File: config.mk
export PLATFORM = sky130hd
export DESIGN_NAME = rtti_outq
export DESIGN_NICKNAME = d
export VERILOG_FILES = /design/src/rtti_pkg.sv /design/src/rtti_outq.sv
export SDC_FILE = /design/constraint.sdc
export NUM_CORES = 1
export LEC_CHECK = 0
export ABC_CLOCK_PERIOD_IN_PS = 6950
export BUFFER_PORTS_ARGS = -buffer_cell sky130_fd_sc_hd__buf_2
export CAP_MARGIN = 20
export CORE_MARGIN = 2
export CORE_UTILIZATION = 66
export CTS_BUF_LIST = sky130_fd_sc_hd__clkbuf_8
export DETAILED_ROUTE_END_ITERATION = 7
export PLACE_DENSITY = 0.89
export SETUP_SLACK_MARGIN = 0.2
export SLEW_MARGIN = 20
export SYNTH_ARGS = -nofsm -noshare
export SYNTH_HDL_FRONTEND = slang
export SYNTH_SLANG_ARGS = --single-unit
File: constraint.sdc
create_clock -name clock -period 6.95 [get_ports clock]
set_input_delay 0.3475 -clock clock [delete_from_list [all_inputs] [get_ports clock]]
set_output_delay 0.3475 -clock clock [all_outputs]
set_load 0.02 [all_outputs]
File: src/rtti_pkg.sv
`default_nettype none

package rtti_pkg;

   localparam int LOCATIONS = 16384;
   localparam int ADDR_W = $clog2(LOCATIONS);
   localparam int LOC_W = 14;
   localparam int VAL_W = 32;
   localparam int STEP_W = 32;
   localparam int FRAC_W = 17;
   localparam int CSR_DATA_W = 32;
   localparam logic [FRAC_W-1:0] FRAC_ONE = 17'h10000;

   // Width of an unsigned coefficient increment magnitude.
   localparam int INC_W = 42;
   // Wide signed width used before saturation back to 32 bits.
   localparam int WIDE_W = 44;
   localparam logic signed [WIDE_W-1:0] WIDE_MAX = 44'sd2147483647;
   localparam logic signed [WIDE_W-1:0] WIDE_MIN = -44'sd2147483648;

   localparam int OUTQ_DEPTH = 16;

   typedef enum logic [1:0] {
      MODE_SNAPSHOT    = 2'd0,
      MODE_ACCUMULATE  = 2'd1,
      MODE_INTERPOLATE = 2'd2
   } mode_type;

   typedef enum logic [1:0] {
      CSR_TIME_STEP       = 2'd0,
      CSR_INTERP_FRACTION = 2'd1
   } csr_index_type;

   typedef struct packed {
      mode_type                  mode;
      logic [LOC_W-1:0]          location;
      logic signed [VAL_W-1:0]   value;
      logic [1:0]                stage;
   } req_type;

   typedef struct packed {
      logic signed [VAL_W-1:0]   interp_value;
      logic [LOC_W-1:0]          out_location;
   } rsp_type;

   typedef struct packed {
      logic signed [VAL_W-1:0]   snap;
      logic signed [VAL_W-1:0]   a1;
      logic signed [VAL_W-1:0]   a2;
      logic signed [VAL_W-1:0]   a3;
   } entry_type;

   localparam int ENTRY_W = $bits(entry_type);

   typedef struct packed {
      logic                      valid;
      logic                      write_snap;
      logic                      write_acc;
      logic                      interp;
      logic [LOC_W-1:0]          location;
      logic signed [VAL_W-1:0]   value;
      logic [2:0]                neg;
   } ctl_type;

   typedef struct packed {
      ctl_type                   ctl;
      logic [2:0][INC_W-1:0]     inc;
   } upd_type;

   typedef struct packed {
      logic                      valid;
      logic                      interp;
      logic [LOC_W-1:0]          location;
      entry_type                 entry;
   } hit_type;

   typedef struct packed {
      logic                      valid;
      logic                      push;
      rsp_type                   rsp;
   } fin_type;

   // RK4 dense-output table, scaled by six so that every entry is an integer.
   function automatic logic signed [4:0] rk4_six(input logic [1:0] term,
                                                 input logic [1:0] stage);
      logic signed [4:0] c;
      case ({term, stage})
         4'b00_00: c = 5'sd6;
         4'b01_00: c = -5'sd9;
         4'b01_01: c = 5'sd6;
         4'b01_10: c = 5'sd6;
         4'b01_11: c = -5'sd3;
         4'b10_00: c = 5'sd4;
         4'b10_01: c = -5'sd4;
         4'b10_10: c = -5'sd4;
         4'b10_11: c = 5'sd4;
         default:  c = 5'sd0;
      endcase
      return c;
   endfunction

   function automatic logic signed [VAL_W-1:0] sat32(input logic signed [WIDE_W-1:0] v);
      logic signed [VAL_W-1:0] r;
      if (v > WIDE_MAX) begin
         r = 32'sh7FFFFFFF;
      end else if (v < WIDE_MIN) begin
         r = 32'sh80000000;
      end else begin
         r = VAL_W'(v);
      end
      return r;
   endfunction

endpackage

`default_nettype wire

File: src/rtti_outq.sv
`default_nettype none

module rtti_outq (
   input  logic               clock,
   input  logic               reset,
   input  logic               accept,
   input  rtti_pkg::fin_type  fin,
   output logic               full,
   output logic               rsp_valid,
   input  logic               rsp_stall,
   output rtti_pkg::rsp_type  rsp_payload
);
   import rtti_pkg::*;

   localparam int PTR_W = $clog2(OUTQ_DEPTH);
   localparam int CNT_W = $clog2(OUTQ_DEPTH + 1);

   rsp_type             fifo_ff [OUTQ_DEPTH];
   logic [PTR_W-1:0]    wr_ptr_ff, wr_ptr_in;
   logic [PTR_W-1:0]    rd_ptr_ff, rd_ptr_in;
   logic [CNT_W-1:0]    count_ff, count_in;
   logic [CNT_W-1:0]    credit_ff, credit_in;
   logic                pop;
   logic                drop;

   // Every accepted request holds a queue slot until its result is taken, or
   // until it leaves the pipeline without a result, so the queue never overflows.
   always_comb begin
      pop = (count_ff != '0) && !rsp_stall;
      drop = fin.valid && !fin.push;
      wr_ptr_in = wr_ptr_ff + PTR_W'(fin.push);
      rd_ptr_in = rd_ptr_ff + PTR_W'(pop);
      count_in = count_ff + CNT_W'(fin.push) - CNT_W'(pop);
      credit_in = credit_ff + CNT_W'(accept) - CNT_W'(pop) - CNT_W'(drop);
   end

   always_ff @(posedge clock) begin
      if (reset) begin
         wr_ptr_ff <= '0;
         rd_ptr_ff <= '0;
         count_ff <= '0;
         credit_ff <= '0;
      end else begin
         wr_ptr_ff <= wr_ptr_in;
         rd_ptr_ff <= rd_ptr_in;
         count_ff <= count_in;
         credit_ff <= credit_in;
      end
   end

   always_ff @(posedge clock) begin
      if (fin.push) begin
         fifo_ff[wr_ptr_ff] <= fin.rsp;
      end
   end

   assign full = credit_ff >= CNT_W'(OUTQ_DEPTH);
   assign rsp_valid = count_ff != '0;
   assign rsp_payload = fifo_ff[rd_ptr_ff];

endmodule

`default_nettype wire

======== After elaboration in Yosys (flattened, before gate mapping) ========
Memory sizes are Yosys's and may differ from the RTL's. A register that Yosys moved wholly into a read port is not among the register bits.
Cells that the tools add are included.
storage, ports and cells
  register bits after elaboration ......... 18
  memory bits (writable) .................. 736
  input port bits ......................... 52
  word-level logic and storage cells ...... 21
  memories ................................ 1
memories
  name     words  width  read ports  clocked after memory_dff  wr ports  line             source
  fifo_ff  16     46     1           1                         1         rtti_outq.sv:18  rsp_type fifo_ff [OUTQ_DEPTH];
cells by class
  add/subtract/negate cells ............... 7
  magnitude comparators ................... 1
  muxes and demuxes ....................... 3
  reduce and logical (&&, ||, !) cells .... 5
operators with widths
  cell                  number
  $sub A5 B1 Y5         3
  $add A5 B1 Y5         2
  $add A4 B1 Y4         2
  $ge A5 B5 Y1 const B  1
  $reduce_bool A5 Y1    1
  $mux W4               1
  $logic_and A1 B1 Y1   2
  $logic_not A1 Y1      2
  $mux W1               2

======== Longest topological paths before layout ========
  depth in word-level cells ............... 4
  gate-level depth with buffers ........... 13
  depth with buffers taken out ............ 13

======== Worst setup path before layout ========
No wires, ideal clock.
  path kind ............................... reg2reg
  start point ............................. reg wr_ptr_ff[3]
  end point ............................... mem fifo_ff[0][0] (netlist bit), enable pin
  library setup time ...................... 0.506 ns
  arrival ................................. 3.984 ns
  data required time ...................... 6.444 ns
  slack ................................... 2.459 ns
  cell stages (with the launch flop) ...... 3
  path buffers ............................ 0
  clock period less this slack ............ 4.491 ns
  cell sequence ........................... dfxtp_1 or3b_2 nor3_1
RTL lines
  item                      line             source
  start: declaration        rtti_outq.sv:19  logic [PTR_W-1:0] wr_ptr_ff, wr_ptr_in;
  start signal: assignment  rtti_outq.sv:44  wr_ptr_ff <= wr_ptr_in;
  end: declaration          rtti_outq.sv:18
Straight into the memory's write port.

==> reports/qor.yml <==
detailed_routing:
  vias: 14016
  wl_per_cell_um: 29.9
  first_pass_iters: 6
  drc: 0
  drtAntennaViolNets: 0
  vias_per_cell: 6.64
  drtIter0Drc: 1704
  wirelength_mm: 63.2
yosys:
  synthDistinctLibCells: 30
  synth_area_leaders: "edfxtp_1, mux4_2, a22oi_1, dfxtp_1, ha_1"
  avgSynthCellArea_um2: 22.9
  seq_area_frac_synth_pct: 78.7
  synth_top_area_share_pct: 77.5
  synth.net_count: 1315
  synthCells: 1244
  synth_seq_cells: 754
  yosysWarnings: 0
  synth_area_leader_cell: "edfxtp_1"
  syn_area_mm2: 0.0285
cells_and_area:
  final.fill_count: 2164
  utilization_pct: 74.7
  syn_to_final_growth_pct: 12.3
  nets: 1500
  final_area_mm2: 0.0320
  drive_above_1_share_pct: 31.2
sta:
  rsz0062_at_grt: "false"
  slew_headroom_pct: 28.1
  max_freq_mhz: 265
  final.setup_skew_ns: 0.0193
  min_period_ns: 3.77
  layout_setup_ws_ns: 3.18
  setup_viol: 0
  tns_ns: 0
  worst_pin_slew_ns: 1.08
  fin_crit_sh_pct: 54.3
  final-max-slew-violation-count: 0
  finalHoldViolCount: 0
die:
  num_rows: 76
  ioPinCount: 100
  fp.dieH_um: 212
  die-width_um: 212
  die-area_mm2: 0.0449
  core-area_mm2: 0.0429
  start_util_pct: 66.5
power_and_ir_drop:
  p_leak_nw: 10.3
  switchingPower_w: 0.00263
  p_int_w: 0.00773
  p_seq_share_pct: 49.8
  vdd_ir_drop_max_mv: 0.245
  power_density_mw_per_mm2: 323
  pwr-share-comb_pct: 17.5
  p_clk_share_pct: 32.6
  switching_share_pct: 25.4
  p_total_w: 0.0104
grt:
  grt_max_degree: 120
  grt_pass1_wl_mm: 91.6
  antenna_found_initial: 7
  grtUsageTotal_pct: 29.1
  grt_pass1_vias: 14550
  overflow: 0
critical_path:
  critical_path.max_stage_delay_ns: 0.71
  critical_path_arrival_ns: 3.42
  startpoint_type: "flip-flop"
  rrSetupSlack_ns: 3.91
  crit_slowest_cell: "buf_12"
  path_max_fanout: 119
  worstPathBufferInverterCount: 2
  cp-end-kind: "primary output"
  path_class: "reg -> out"
  cp_data_required_time_ns: 6.60
  cp_top_family: "buffers and inverters"
  critical_path.cell_chain: "buf_12, mux4_2, a22oi_1, nand2_1, buf_2"
outcome:
  status: "finished clean"
job:
  cap_viol_max_count: 0
clock_network:
  path_clk_slew_ns: 0.06
  cts_buffers: 111
  worstSkewPairLatency_ns: 0.68
  root_buffer: "clkbuf_8"
  cts_tree: "done"
  cts.htree.levels: 3
  cts.sinks: 754
  clock_path_buffers: 3
min_path:
  hold_class: "in -> reg"
placed_design:
  io_buffers: 99
  postPlaceCellArea_mm2: 0.0298
  gp_congestion: 0.744
  place_hpwl_mm: 33.6
  place_ws_ns: 3.85
[state kept, by name, summed over array words and instances (netlist names)]
register,cells
fifo_ff,736
credit_ff,5
count_ff,5
wr_ptr_ff,4
rd_ptr_ff,4
[power by group through the flow]
| stage | logic [W] | clock network [W] | registers (W) |
|---|---|---|---|
| after floorplan | 0.00146 | 0 | 0.00520 |
| after global placement | 0.00172 | 0 | 0.00527 |
| after detailed placement | 0.00179 | 0 | 0.00528 |
| after CTS | 0.00181 | 0.00343 | 0.00519 |
| after global routing | 0.00195 | 0.00360 | 0.00517 |
| final | 0.00182 | 0.00338 | 0.00516 |
[worst reg2reg max path: stages, from the launching register on]
cell and delay, ns:
dfxtp_1 0.32, inv_1 0.08, ha_1 0.13, or4b_2 0.60, nor2b_1 0.20, fa_1 0.49
inv_1 0.04, ha_1 0.18, ha_1 0.24, fa_1 0.42, xor2_1 0.17, nor2_1 0.06
[per-layer routing]
layer  wire [µm]  vias up  GRT usage [%]
met5          76        -              0
met4        2050       10           10.9
met3        6400      175           5.93
met2       32800      911           48.8
met1       21900     7260           38.6
li1            -     5660              -
[path summary, 6_finish.rpt]
kind	start	end	cells past startpoint
max	rd_ptr_ff[0]	rsp_payload[13]	5
min	fin[5]	fifo_ff[12][5]	1
max reg2reg	count_ff[3]	credit_ff[3]	11
min reg2reg	credit_ff[0]	credit_ff[0]	2
[cell type report]
class                   instances  area, µm²  area share [%]
diodes                          3       7.51          0.0234
inverters                      15       56.3           0.176
flip-flops and latches        754      22500            70.1
multi-input cells             410       5790            18.1
well taps                     585        732            2.28
clock inverters                93        544            1.70
clock buffers                 115       1580            4.94
repair buffers                137        853            2.66
[Yosys cell counts]
master and number:
nor3_1 5, nand2_1 47, nand3_1 4, nor2_1 21, fa_1 3, buf_2 7
o21bai_1 1, xnor2_1 3, clkbuf_1 31, a22oi_1 92, dfxtp_1 18, o21ai_0 1
a21oi_1 4, mux4_2 184, xor2_1 5, nor2b_1 14, ha_1 16, and2_1 1
nand2b_1 2, nor3b_1 1, or3b_2 1, buf_6 9, or3_1 1, buf_4 9
or4b_2 1, a21o_1 1, nand3b_1 2, edfxtp_1 736, inv_1 15, buf_1 9
[stage by stage]
step                      hold slack, ns  std cells
final                             0.0428       2112
after global routing              0.0187       2111
after CTS                       0.000311       2108
after detailed placement           0.578       1889
after global placement             0.550       1889
after floorplan                    0.419       1244
[placed cells by master, fill, tap and decap left out, types with 2 or more instances in the layout]
cell and instances:
a21oi_1 4, a22oi_1 92, buf_12 2, buf_2 99, buf_4 24, bufinv_16 6
clkbuf_8 115, clkinv_1 29, clkinv_2 17, clkinvlp_4 3, dfxtp_1 16, dfxtp_4 2
diode_2 3, dlygate4sd3_1 11, edfxtp_1 736, fa_1 3, ha_1 16, inv_1 52
mux4_2 184, nand2_1 47, nand2b_1 2, nand3_1 4, nand3b_1 2, nor2_1 8
nor2_4 13, nor2b_1 12, nor2b_4 2, nor3_2 4, xnor2_1 3, xor2_1 5
[cell families (layout without fill, tap and decap cells)]
logic type	Yosys count	count (layout)	share of synthesized area, %
AOI/OAI and AO/OA	99	99	2.56
and+or+nand+nor	100	100	1.59
DFF	754	754	78.7
other	0	3	0
buffers and inverters	80	360	1.44
xor gates and xnor gates	8	8	0.246
muxes	184	184	14.5
adders and majority gates	19	19	0.912
[repair_timing]
action                                 in CTS  in global routing
hold buffers                               11                  0
gates resized for setup                     0                  0
buffers inserted                            0                  0
endpoints found under the hold margin      89                  0
Note: power is estimated with default switching activity, not from simulation.
