$ cat config.mk
export PLATFORM = sky130hd
export DESIGN_NAME = rtti_horner
export DESIGN_NICKNAME = d
export VERILOG_FILES = /design/src/rtti_pkg.sv /design/src/rtti_horner.sv
export SDC_FILE = /design/constraint.sdc
export NUM_CORES = 2
export LEC_CHECK = 0
export ABC_AREA = 0
export BUFFER_PORTS_ARGS = -buffer_cell sky130_fd_sc_hd__buf_2
export CAP_MARGIN = 15
export CORE_ASPECT_RATIO = 0.6
export CORE_MARGIN = 1.5
export CORE_UTILIZATION = 30
export CTS_BUF_LIST = sky130_fd_sc_hd__clkbuf_4 sky130_fd_sc_hd__clkbuf_8
export DETAILED_ROUTE_END_ITERATION = 12
export GPL_ROUTABILITY_DRIVEN = 0
export GPL_TIMING_DRIVEN = 0
export PLACE_DENSITY = 0.4
export SETUP_SLACK_MARGIN = 0.05
export SKIP_LAST_GASP = 1
export SLEW_MARGIN = 40
export SYNTH_ARGS = -nofsm -noshare
export SYNTH_HDL_FRONTEND = slang
export SYNTH_SLANG_ARGS = --single-unit
export TNS_END_PERCENT = 100
$ cat constraint.sdc
create_clock -name clock -period 11.65 [get_ports clock]
set_input_delay 0.5825 -clock clock [delete_from_list [all_inputs] [get_ports clock]]
set_output_delay 0.5825 -clock clock [all_outputs]
set_load 0.01 [all_outputs]
$ cat src/rtti_pkg.sv
`default_nettype none

package rtti_pkg;

   localparam int LOCATIONS = 16384;
   localparam int ADDR_W = $clog2(LOCATIONS);
   localparam int LOC_W = 14;
   localparam int VAL_W = 32;
   localparam int STEP_W = 32;
   localparam int FRAC_W = 17;
   localparam int CSR_DATA_W = 32;
   localparam logic [FRAC_W-1:0] FRAC_ONE = 17'h10000;

   // Width of an unsigned coefficient increment magnitude.
   localparam int INC_W = 42;
   // Wide signed width used before saturation back to 32 bits.
   localparam int WIDE_W = 44;
   localparam logic signed [WIDE_W-1:0] WIDE_MAX = 44'sd2147483647;
   localparam logic signed [WIDE_W-1:0] WIDE_MIN = -44'sd2147483648;

   localparam int OUTQ_DEPTH = 16;

   typedef enum logic [1:0] {
      MODE_SNAPSHOT    = 2'd0,
      MODE_ACCUMULATE  = 2'd1,
      MODE_INTERPOLATE = 2'd2
   } mode_type;

   typedef enum logic [1:0] {
      CSR_TIME_STEP       = 2'd0,
      CSR_INTERP_FRACTION = 2'd1
   } csr_index_type;

   typedef struct packed {
      mode_type                  mode;
      logic [LOC_W-1:0]          location;
      logic signed [VAL_W-1:0]   value;
      logic [1:0]                stage;
   } req_type;

   typedef struct packed {
      logic signed [VAL_W-1:0]   interp_value;
      logic [LOC_W-1:0]          out_location;
   } rsp_type;

   typedef struct packed {
      logic signed [VAL_W-1:0]   snap;
      logic signed [VAL_W-1:0]   a1;
      logic signed [VAL_W-1:0]   a2;
      logic signed [VAL_W-1:0]   a3;
   } entry_type;

   localparam int ENTRY_W = $bits(entry_type);

   typedef struct packed {
      logic                      valid;
      logic                      write_snap;
      logic                      write_acc;
      logic                      interp;
      logic [LOC_W-1:0]          location;
      logic signed [VAL_W-1:0]   value;
      logic [2:0]                neg;
   } ctl_type;

   typedef struct packed {
      ctl_type                   ctl;
      logic [2:0][INC_W-1:0]     inc;
   } upd_type;

   typedef struct packed {
      logic                      valid;
      logic                      interp;
      logic [LOC_W-1:0]          location;
      entry_type                 entry;
   } hit_type;

   typedef struct packed {
      logic                      valid;
      logic                      push;
      rsp_type                   rsp;
   } fin_type;

   // RK4 dense-output table, scaled by six so that every entry is an integer.
   function automatic logic signed [4:0] rk4_six(input logic [1:0] term,
                                                 input logic [1:0] stage);
      logic signed [4:0] c;
      case ({term, stage})
         4'b00_00: c = 5'sd6;
         4'b01_00: c = -5'sd9;
         4'b01_01: c = 5'sd6;
         4'b01_10: c = 5'sd6;
         4'b01_11: c = -5'sd3;
         4'b10_00: c = 5'sd4;
         4'b10_01: c = -5'sd4;
         4'b10_10: c = -5'sd4;
         4'b10_11: c = 5'sd4;
         default:  c = 5'sd0;
      endcase
      return c;
   endfunction

   function automatic logic signed [VAL_W-1:0] sat32(input logic signed [WIDE_W-1:0] v);
      logic signed [VAL_W-1:0] r;
      if (v > WIDE_MAX) begin
         r = 32'sh7FFFFFFF;
      end else if (v < WIDE_MIN) begin
         r = 32'sh80000000;
      end else begin
         r = VAL_W'(v);
      end
      return r;
   endfunction

endpackage

`default_nettype wire

$ cat src/rtti_horner.sv
`default_nettype none

module rtti_horner (
   input  logic                         clock,
   input  logic                         reset,
   input  logic [rtti_pkg::FRAC_W-1:0]  frac,
   input  rtti_pkg::hit_type            hit,
   output rtti_pkg::fin_type            fin
);
   import rtti_pkg::*;

   localparam int FRAC_SHIFT = 16;
   localparam int SUM_W = 35;
   localparam int P1_W = VAL_W + FRAC_W;
   localparam int P2_W = SUM_W + FRAC_W;
   localparam int R1_W = P1_W + 1 - FRAC_SHIFT;
   localparam int R2_W = P2_W + 1 - FRAC_SHIFT;
   localparam logic [P1_W:0] HALF1 = (P1_W + 1)'(1) << (FRAC_SHIFT - 1);
   localparam logic [P2_W:0] HALF2 = (P2_W + 1)'(1) << (FRAC_SHIFT - 1);

   logic [4:0]                  valid_ff, valid_in;
   logic [4:0]                  interp_ff, interp_in;
   logic [4:0][LOC_W-1:0]       loc_ff, loc_in;

   logic signed [VAL_W-1:0]     i1_snap_ff, i1_a1_ff, i1_a2_ff;
   logic                        i1_neg_ff, i1_neg_in;
   logic [P1_W-1:0]             i1_prod_ff, i1_prod_in;

   logic signed [VAL_W-1:0]     i2_snap_ff, i2_a1_ff;
   logic signed [SUM_W-1:0]     i2_t2_ff, i2_t2_in;

   logic signed [VAL_W-1:0]     i3_snap_ff, i3_a1_ff;
   logic                        i3_neg_ff, i3_neg_in;
   logic [P2_W-1:0]             i3_prod_ff, i3_prod_in;

   logic signed [VAL_W-1:0]     i4_snap_ff;
   logic signed [SUM_W-1:0]     i4_t1_ff, i4_t1_in;

   logic signed [VAL_W-1:0]     i5_snap_ff;
   logic                        i5_neg_ff, i5_neg_in;
   logic [P2_W-1:0]             i5_prod_ff, i5_prod_in;

   logic [VAL_W-1:0]            mag3;
   logic [SUM_W-1:0]            mag2, mag1;
   logic [R1_W-1:0]             r1;
   logic [R2_W-1:0]             r2, r3;
   logic signed [WIDE_W-1:0]    y_wide;

   // Each product rounds to nearest with halves away from zero, on the magnitude.
   always_comb begin
      valid_in = {valid_ff[3:0], hit.valid};
      interp_in = {interp_ff[3:0], hit.interp};
      loc_in = {loc_ff[3:0], hit.location};

      mag3 = hit.entry.a3[VAL_W-1] ? VAL_W'(-hit.entry.a3) : VAL_W'(hit.entry.a3);
      i1_neg_in = hit.entry.a3[VAL_W-1];
      i1_prod_in = P1_W'(mag3) * P1_W'(frac);

      r1 = R1_W'(((P1_W + 1)'(i1_prod_ff) + HALF1) >> FRAC_SHIFT);
      i2_t2_in = i1_neg_ff ? SUM_W'(i1_a2_ff) - SUM_W'(r1) : SUM_W'(i1_a2_ff) + SUM_W'(r1);

      mag2 = i2_t2_ff[SUM_W-1] ? SUM_W'(-i2_t2_ff) : SUM_W'(i2_t2_ff);
      i3_neg_in = i2_t2_ff[SUM_W-1];
      i3_prod_in = P2_W'(mag2) * P2_W'(frac);

      r2 = R2_W'(((P2_W + 1)'(i3_prod_ff) + HALF2) >> FRAC_SHIFT);
      i4_t1_in = i3_neg_ff ? SUM_W'(i3_a1_ff) - SUM_W'(r2) : SUM_W'(i3_a1_ff) + SUM_W'(r2);

      mag1 = i4_t1_ff[SUM_W-1] ? SUM_W'(-i4_t1_ff) : SUM_W'(i4_t1_ff);
      i5_neg_in = i4_t1_ff[SUM_W-1];
      i5_prod_in = P2_W'(mag1) * P2_W'(frac);

      r3 = R2_W'(((P2_W + 1)'(i5_prod_ff) + HALF2) >> FRAC_SHIFT);
      y_wide = i5_neg_ff ? WIDE_W'(i5_snap_ff) - WIDE_W'(r3)
                         : WIDE_W'(i5_snap_ff) + WIDE_W'(r3);

      fin.valid = valid_ff[4];
      fin.push = valid_ff[4] && interp_ff[4];
      fin.rsp.interp_value = sat32(y_wide);
      fin.rsp.out_location = loc_ff[4];
   end

   always_ff @(posedge clock) begin
      if (reset) begin
         valid_ff <= '0;
         interp_ff <= '0;
      end else begin
         valid_ff <= valid_in;
         interp_ff <= interp_in;
      end
   end

   always_ff @(posedge clock) begin
      loc_ff <= loc_in;
      i1_snap_ff <= hit.entry.snap;
      i1_a1_ff <= hit.entry.a1;
      i1_a2_ff <= hit.entry.a2;
      i1_neg_ff <= i1_neg_in;
      i1_prod_ff <= i1_prod_in;
      i2_snap_ff <= i1_snap_ff;
      i2_a1_ff <= i1_a1_ff;
      i2_t2_ff <= i2_t2_in;
      i3_snap_ff <= i2_snap_ff;
      i3_a1_ff <= i2_a1_ff;
      i3_neg_ff <= i3_neg_in;
      i3_prod_ff <= i3_prod_in;
      i4_snap_ff <= i3_snap_ff;
      i4_t1_ff <= i4_t1_in;
      i5_snap_ff <= i4_snap_ff;
      i5_neg_ff <= i5_neg_in;
      i5_prod_ff <= i5_prod_in;
   end

endmodule

`default_nettype wire

Word level (Yosys, flattened, before mapping)
Cells that the tools add are included.
- bits in registers: 593
- bits of input ports: 163
- word-level logic and storage cells: 50
- add/sub/neg operators: 12
- multiply operators: 3
- magnitude comparators: 2
- muxes and demuxes: 8
- reduce and logical (&&, ||, !) cells: 1
- operators with widths (operator ; number):
    $mux 35 ; 4
    $mux 32 ; 3
    $neg 35->35 ; 2
    $add 52x16->53 const B ; 1
    $mul 35x17->52 ; 1
    $add 51x16->51 const B ; 1
    $mul 35x17->51 ; 1
    $add 49x16->50 const B ; 1
    $mul 32x17->49 ; 1
    $gt 44x32->1 const B ; 1
    $lt 44x32->1 const B ; 1
    $mux 44 ; 1
    $add 32x38->39 ; 1
    $sub 32x38->39 ; 1
    $add 35x34->35 ; 1
    $add 35x35->35 ; 1
    $sub 35x34->35 ; 1
    $sub 35x35->35 ; 1
    $neg 32->32 ; 1
    $logic_and 1x1->1 ; 1

Logic depth before layout (Yosys ltp)
- word-level depth: 6
- depth in mapped cells: 36
- depth with buffers taken out: 34

Least setup slack after synthesis
No wires, ideal clock.
- path type: in2reg
- from: input hit[5] in the netlist's numbering
- to: register i1_prod_ff[45]
- library setup time: 0.119 ns
- arrival: 8.875 ns
- data required time: 11.531 ns
- setup slack: 2.656 ns
- cell stages on the path: 32
- buffers on the path: 1
- path through: or4_1 > nor2_1 > nand2_1 > or3_1 > nand2b_1 > or4_1 > or2_1 > o31ai_1 > xnor2_1 > clkbuf_1 > nand2_1 > fa_1 > inv_1 > fa_1 > fa_1 > fa_1 > fa_1 > inv_1 > fa_1 > inv_1 > ha_1 > a21o_1 > a21o_1 > a21o_1 > a21o_1 > a221o_1 > and3_1 > a211oi_1 > o21ai_0 > a21oi_1 > o21ba_2 > xnor2_1
- cells in the longest elaborated chain, start to end: 3
- RTL lines (item ; RTL line ; RTL):
    start, declared ; rtti_horner.sv:7 ; input rtti_pkg::hit_type hit,
    $neg 32->32 ; rtti_horner.sv:55 ; mag3 = hit.entry.a3[VAL_W-1] ? VAL_W'(-hit.entry.a3) : VAL_W'(hit.entry.a3);
    $mux 32 * ; rtti_horner.sv:55 ;
    $mul 32x17->49 * ; rtti_horner.sv:57 ; i1_prod_in = P1_W'(mag3) * P1_W'(frac);
    net i1_prod_in[45] ; rtti_horner.sv:27 ; logic [P1_W-1:0] i1_prod_ff, i1_prod_in;
    end signal, assigned ; rtti_horner.sv:99 ; i1_prod_ff <= i1_prod_in;
    end, declared ; rtti_horner.sv:27 ;
Mark *: on every way through the listed nets, which the timed path passes. The rest lies on a longest branch.
A chain may end at the register's enable or synchronous reset.

Final worst setup path
- from: register i4_t1_ff[0]
- to: register i5_prod_ff[51]
- cells in the longest elaborated chain, start to end: 3
- RTL lines (item ; RTL line ; RTL):
    start, declared ; rtti_horner.sv:37 ; logic signed [SUM_W-1:0] i4_t1_ff, i4_t1_in;
    start signal, assigned ; rtti_horner.sv:108 ; i4_t1_ff <= i4_t1_in;
    $neg 35->35 ; rtti_horner.sv:69 ; mag1 = i4_t1_ff[SUM_W-1] ? SUM_W'(-i4_t1_ff) : SUM_W'(i4_t1_ff);
    $mux 35 * ; rtti_horner.sv:69 ;
    $mul 35x17->52 * ; rtti_horner.sv:71 ; i5_prod_in = P2_W'(mag1) * P2_W'(frac);
    net i5_prod_in[51] ; rtti_horner.sv:41 ; logic [P2_W-1:0] i5_prod_ff, i5_prod_in;
    end signal, assigned ; rtti_horner.sv:111 ; i5_prod_ff <= i5_prod_in;
    end, declared ; rtti_horner.sv:41 ;
Marks and branches as above.

==> flow_summary.yaml <==
run_status:
  outcome: "finished clean"
clock_network:
  cts.path.max_buffers: 3
  numCtsBuffers: 92
  cts-root-buf: "clkbuf_8"
  cts.clk_slew.worst_paths_ps: 60
  clkLatencyLatePin_ps: 880
  clock-sinks: 548
  htreeDepth: 3
  cts_tree: "yes"
placement:
  dp_hpwl_mm: 243
  dp_worst_setup_slack_ps: 55.6
  port_buffers: 193
  dp.cells: 12160
final_layout:
  layout.nets: 11034
  final_layout_size_suffix_gt1_frac: 0.0784
  nFillCells: 26569
  utilization: 0.342
  flow.area_growth_from_synthesis_pct: 13.4
  final_cells: 12501
detailed_routing:
  drt_pre_antenna_iters: 6
  drtAntennaViolNets: 0
  route.detailed.drc: 0
  drt_iter0_drc: 4727
  drt-total-wl_mm: 287
  avgViaCountPerCell: 4.77
  routedWlPerCell_um: 23.0
  vias: 59673
timing:
  slew_headroom: 0.380
  rsz0062_at_grt: "false"
  clock_skew_ps: 95.9
  drv_slew: 0
  fin_crit_sh: 0.948
  fin_ws_ps: 607
  max_freq_mhz: 90.6
  setup_violations: 0
  hold_viol: 0
  worstMarginPinSlew_ps: 926
  layout_min_cycle_time_ps: 11040
logic_synthesis:
  synth_top_cell_by_area: "fa_1"
  syn_area_per_cell_um2: 8.98
  yosys_warnings: 0
  synthesis.nets: 10586
  synth_flop_cell: "dfxtp_1"
  synthArstFlopShare: 0
  synthTopCellsByArea: "fa_1 (38%), dfxtp_1 (14%), inv_1 (8.2%)"
  synth_edf_count: 0
  synth_top_area_frac: 0.376
  syn-instance-count: 8510
  syn-cell-area_mm2: 0.0764
  ys_seq_area_frac: 0.144
  synthDistinctLibCells: 94
  synth_seq_cells: 548
worst_setup_path:
  critical_path_class: "flop to flop"
  cpMaxStageDelayCell: "a2111oi_1"
  cp_data_arrival_time_ps: 11730
  crit_fanout: 10
  r2r_end: "i5_prod_ff[51]"
  worstSetupEndpoint: "i5_prod_ff[51]"
  r2r_slack_ps: 610
  cp_slowest_stage_delay_ps: 740
  crit_path_frequent_cell: "fa_1"
  critPathRequiredTime_ps: 12340
  rr_startpoint: "i4_t1_ff[0]"
  r2r_cells: 33
  worstSetupStartpointType: "flop"
  endpoint_kind: "flop"
  worstSetupStartpoint: "i4_t1_ff[0]"
die:
  io-pin-count: 211
  start_util: 0.302
  num_rows: 143
  die_w_um: 654
  die_h_um: 394
  die-area_mm2: 0.258
  core_area_mm2: 0.253
grt:
  grt_pass1_wl_mm: 424
  antenna_found_initial: 49
  grtUsageTotal: 0.225
  grt_pass1_vias: 61003
  grt_start_max_net_pins: 15
  grt_overflow_total: 0
hold_path:
  min_from: "reset"
  hold_depth: 2
  hold_path.class: "input pin to flop"
run:
  drv_cap: 0
synthesized netlist by cell type, drive strengths merged, types with 4 or more instances:
cell,number
a211oi,19
a21boi,8
nand3,106
nand2,1260
o21bai,30
a41oi,11
a221oi,6
a21oi,214
o41ai,19
nor3,81
o2111ai,5
xnor2,368
a31o,10
and2,648
nand4,54
nor4,25
mux2,5
nor4b,7
nor2b,75
o21a,40
o31ai,53
a2111oi,7
nand2b,31
dfxtp,548
xor2,141
buf,48
a211o,5
ha,480
mux2i,11
o22ai,14
or2,11
a21o,135
clkbuf,345
a22o,4
o31a,6
or3,28
and4,21
and3,53
nor2,214
fa,1433
o21ai,144
o211ai,6
inv,1665
or4,21
a31oi,44
cell usage in the layout, fill, tap and decap left out, drive strengths merged, types with 30 or more instances in the layout:
cell type / instances
o21ai: 144
buf: 290
ha: 480
xnor2: 368
o21a: 40
o21bai: 30
diode: 64
nand2: 1260
a31oi: 44
dlygate4sd3: 113
nand4: 54
a21o: 135
a21oi: 214
inv: 1670
fa: 1433
and2: 648
and3: 53
nand2b: 31
nor2b: 75
clkbuf: 475
xor2: 141
o31ai: 53
nor2: 214
nor3: 81
dfxtp: 548
nand3: 106
cells by family after synthesis:
group / count (synthesis) / synth area share
XOR/XNOR: 509 / 0.0586
multiplexers: 16 / 0.00218
buffers and inverters: 2060 / 0.103
AO/OA/AOI/OAI: 819 / 0.0707
adder cells (fa/ha/maj): 1913 / 0.454
flip-flops: 548 / 0.144
AND/OR/NAND/NOR: 2645 / 0.168
worst max-delay path: cells and delay by family, from the launching register on:
kind / cells / cell delay (ps)
AOI/OAI and AO/OA: 7 / 2620
xor gates and xnor gates: 2 / 340
adders and majority gates: 8 / 3630
buffers and inverters: 7 / 1440
DFF: 1 / 480
and+or+nand+nor: 9 / 2400
per-stage QoR:
stage | hold WS (ps) | instance area [um^2] | TNS, ps
after detailed placement | 312 | 83200 | 0
after floorplan | 310 | 76400 | 0
final | 92.3 | 86600 | 0
after global placement | 310 | 81600 | -5880
after global routing | 29.6 | 86600 | 0
after CTS | 1.92 | 86400 | 0
worst min-delay path by stage:
stage,to,slack [ps]
global placement,loc_ff[52],310
global route,valid_ff[0],30
floorplan,fin[0],310
CTS,interp_ff[1],2
detailed placement,fin[0],310
finish,valid_ff[1],90
flip-flops by register name, summed over array words and instances (netlist names), 5 cells and up:
signal,flops
i2_a1_ff,32
i1_a2_ff,32
valid_ff,5
i1_prod_ff,34
i4_snap_ff,32
i2_t2_ff,35
fin,14
interp_ff,5
i3_prod_ff,36
loc_ff,56
i4_t1_ff,35
i1_a1_ff,32
i5_snap_ff,32
i5_prod_ff,37
i3_a1_ff,32
i3_snap_ff,32
i1_snap_ff,32
i2_snap_ff,32
layer usage:
| layer | up-vias | track usage | wire length (um) | share of wire |
|---|---|---|---|---|
| met5 | - | 0 | 45 | 0.00016 |
| met4 | 8 | 0.0498 | 6710 | 0.023 |
| met3 | 244 | 0.0526 | 26200 | 0.091 |
| met2 | 2083 | 0.295 | 108000 | 0.38 |
| met1 | 30477 | 0.363 | 146000 | 0.51 |
| li1 | 26861 | - | - | - |
timing repair:
item                                   in CTS  in global routing
setup endpoints to repair                   1                  3
endpoints found under the hold margin     113                  0
resized for setup                           0                  1
hold buffers                              113                  0
setup buffers                               0                  0
area by class of cell:
cell class	count	area, um^2	share of cell area
repair buffers	356	2760	0.0319
flip-flops and latches	548	11000	0.127
plain buffers	391	1720	0.0199
diodes	64	160	0.00185
inverters	1667	6260	0.0722
clock inverters	35	417	0.00481
clock buffers	131	1680	0.0194
multi-input cells	5902	58400	0.674
well taps	3407	4260	0.0492
Power is left out: the tool's default activity adds up to more than one toggle a clock period on the data nets, which glitch-free logic cannot reach.
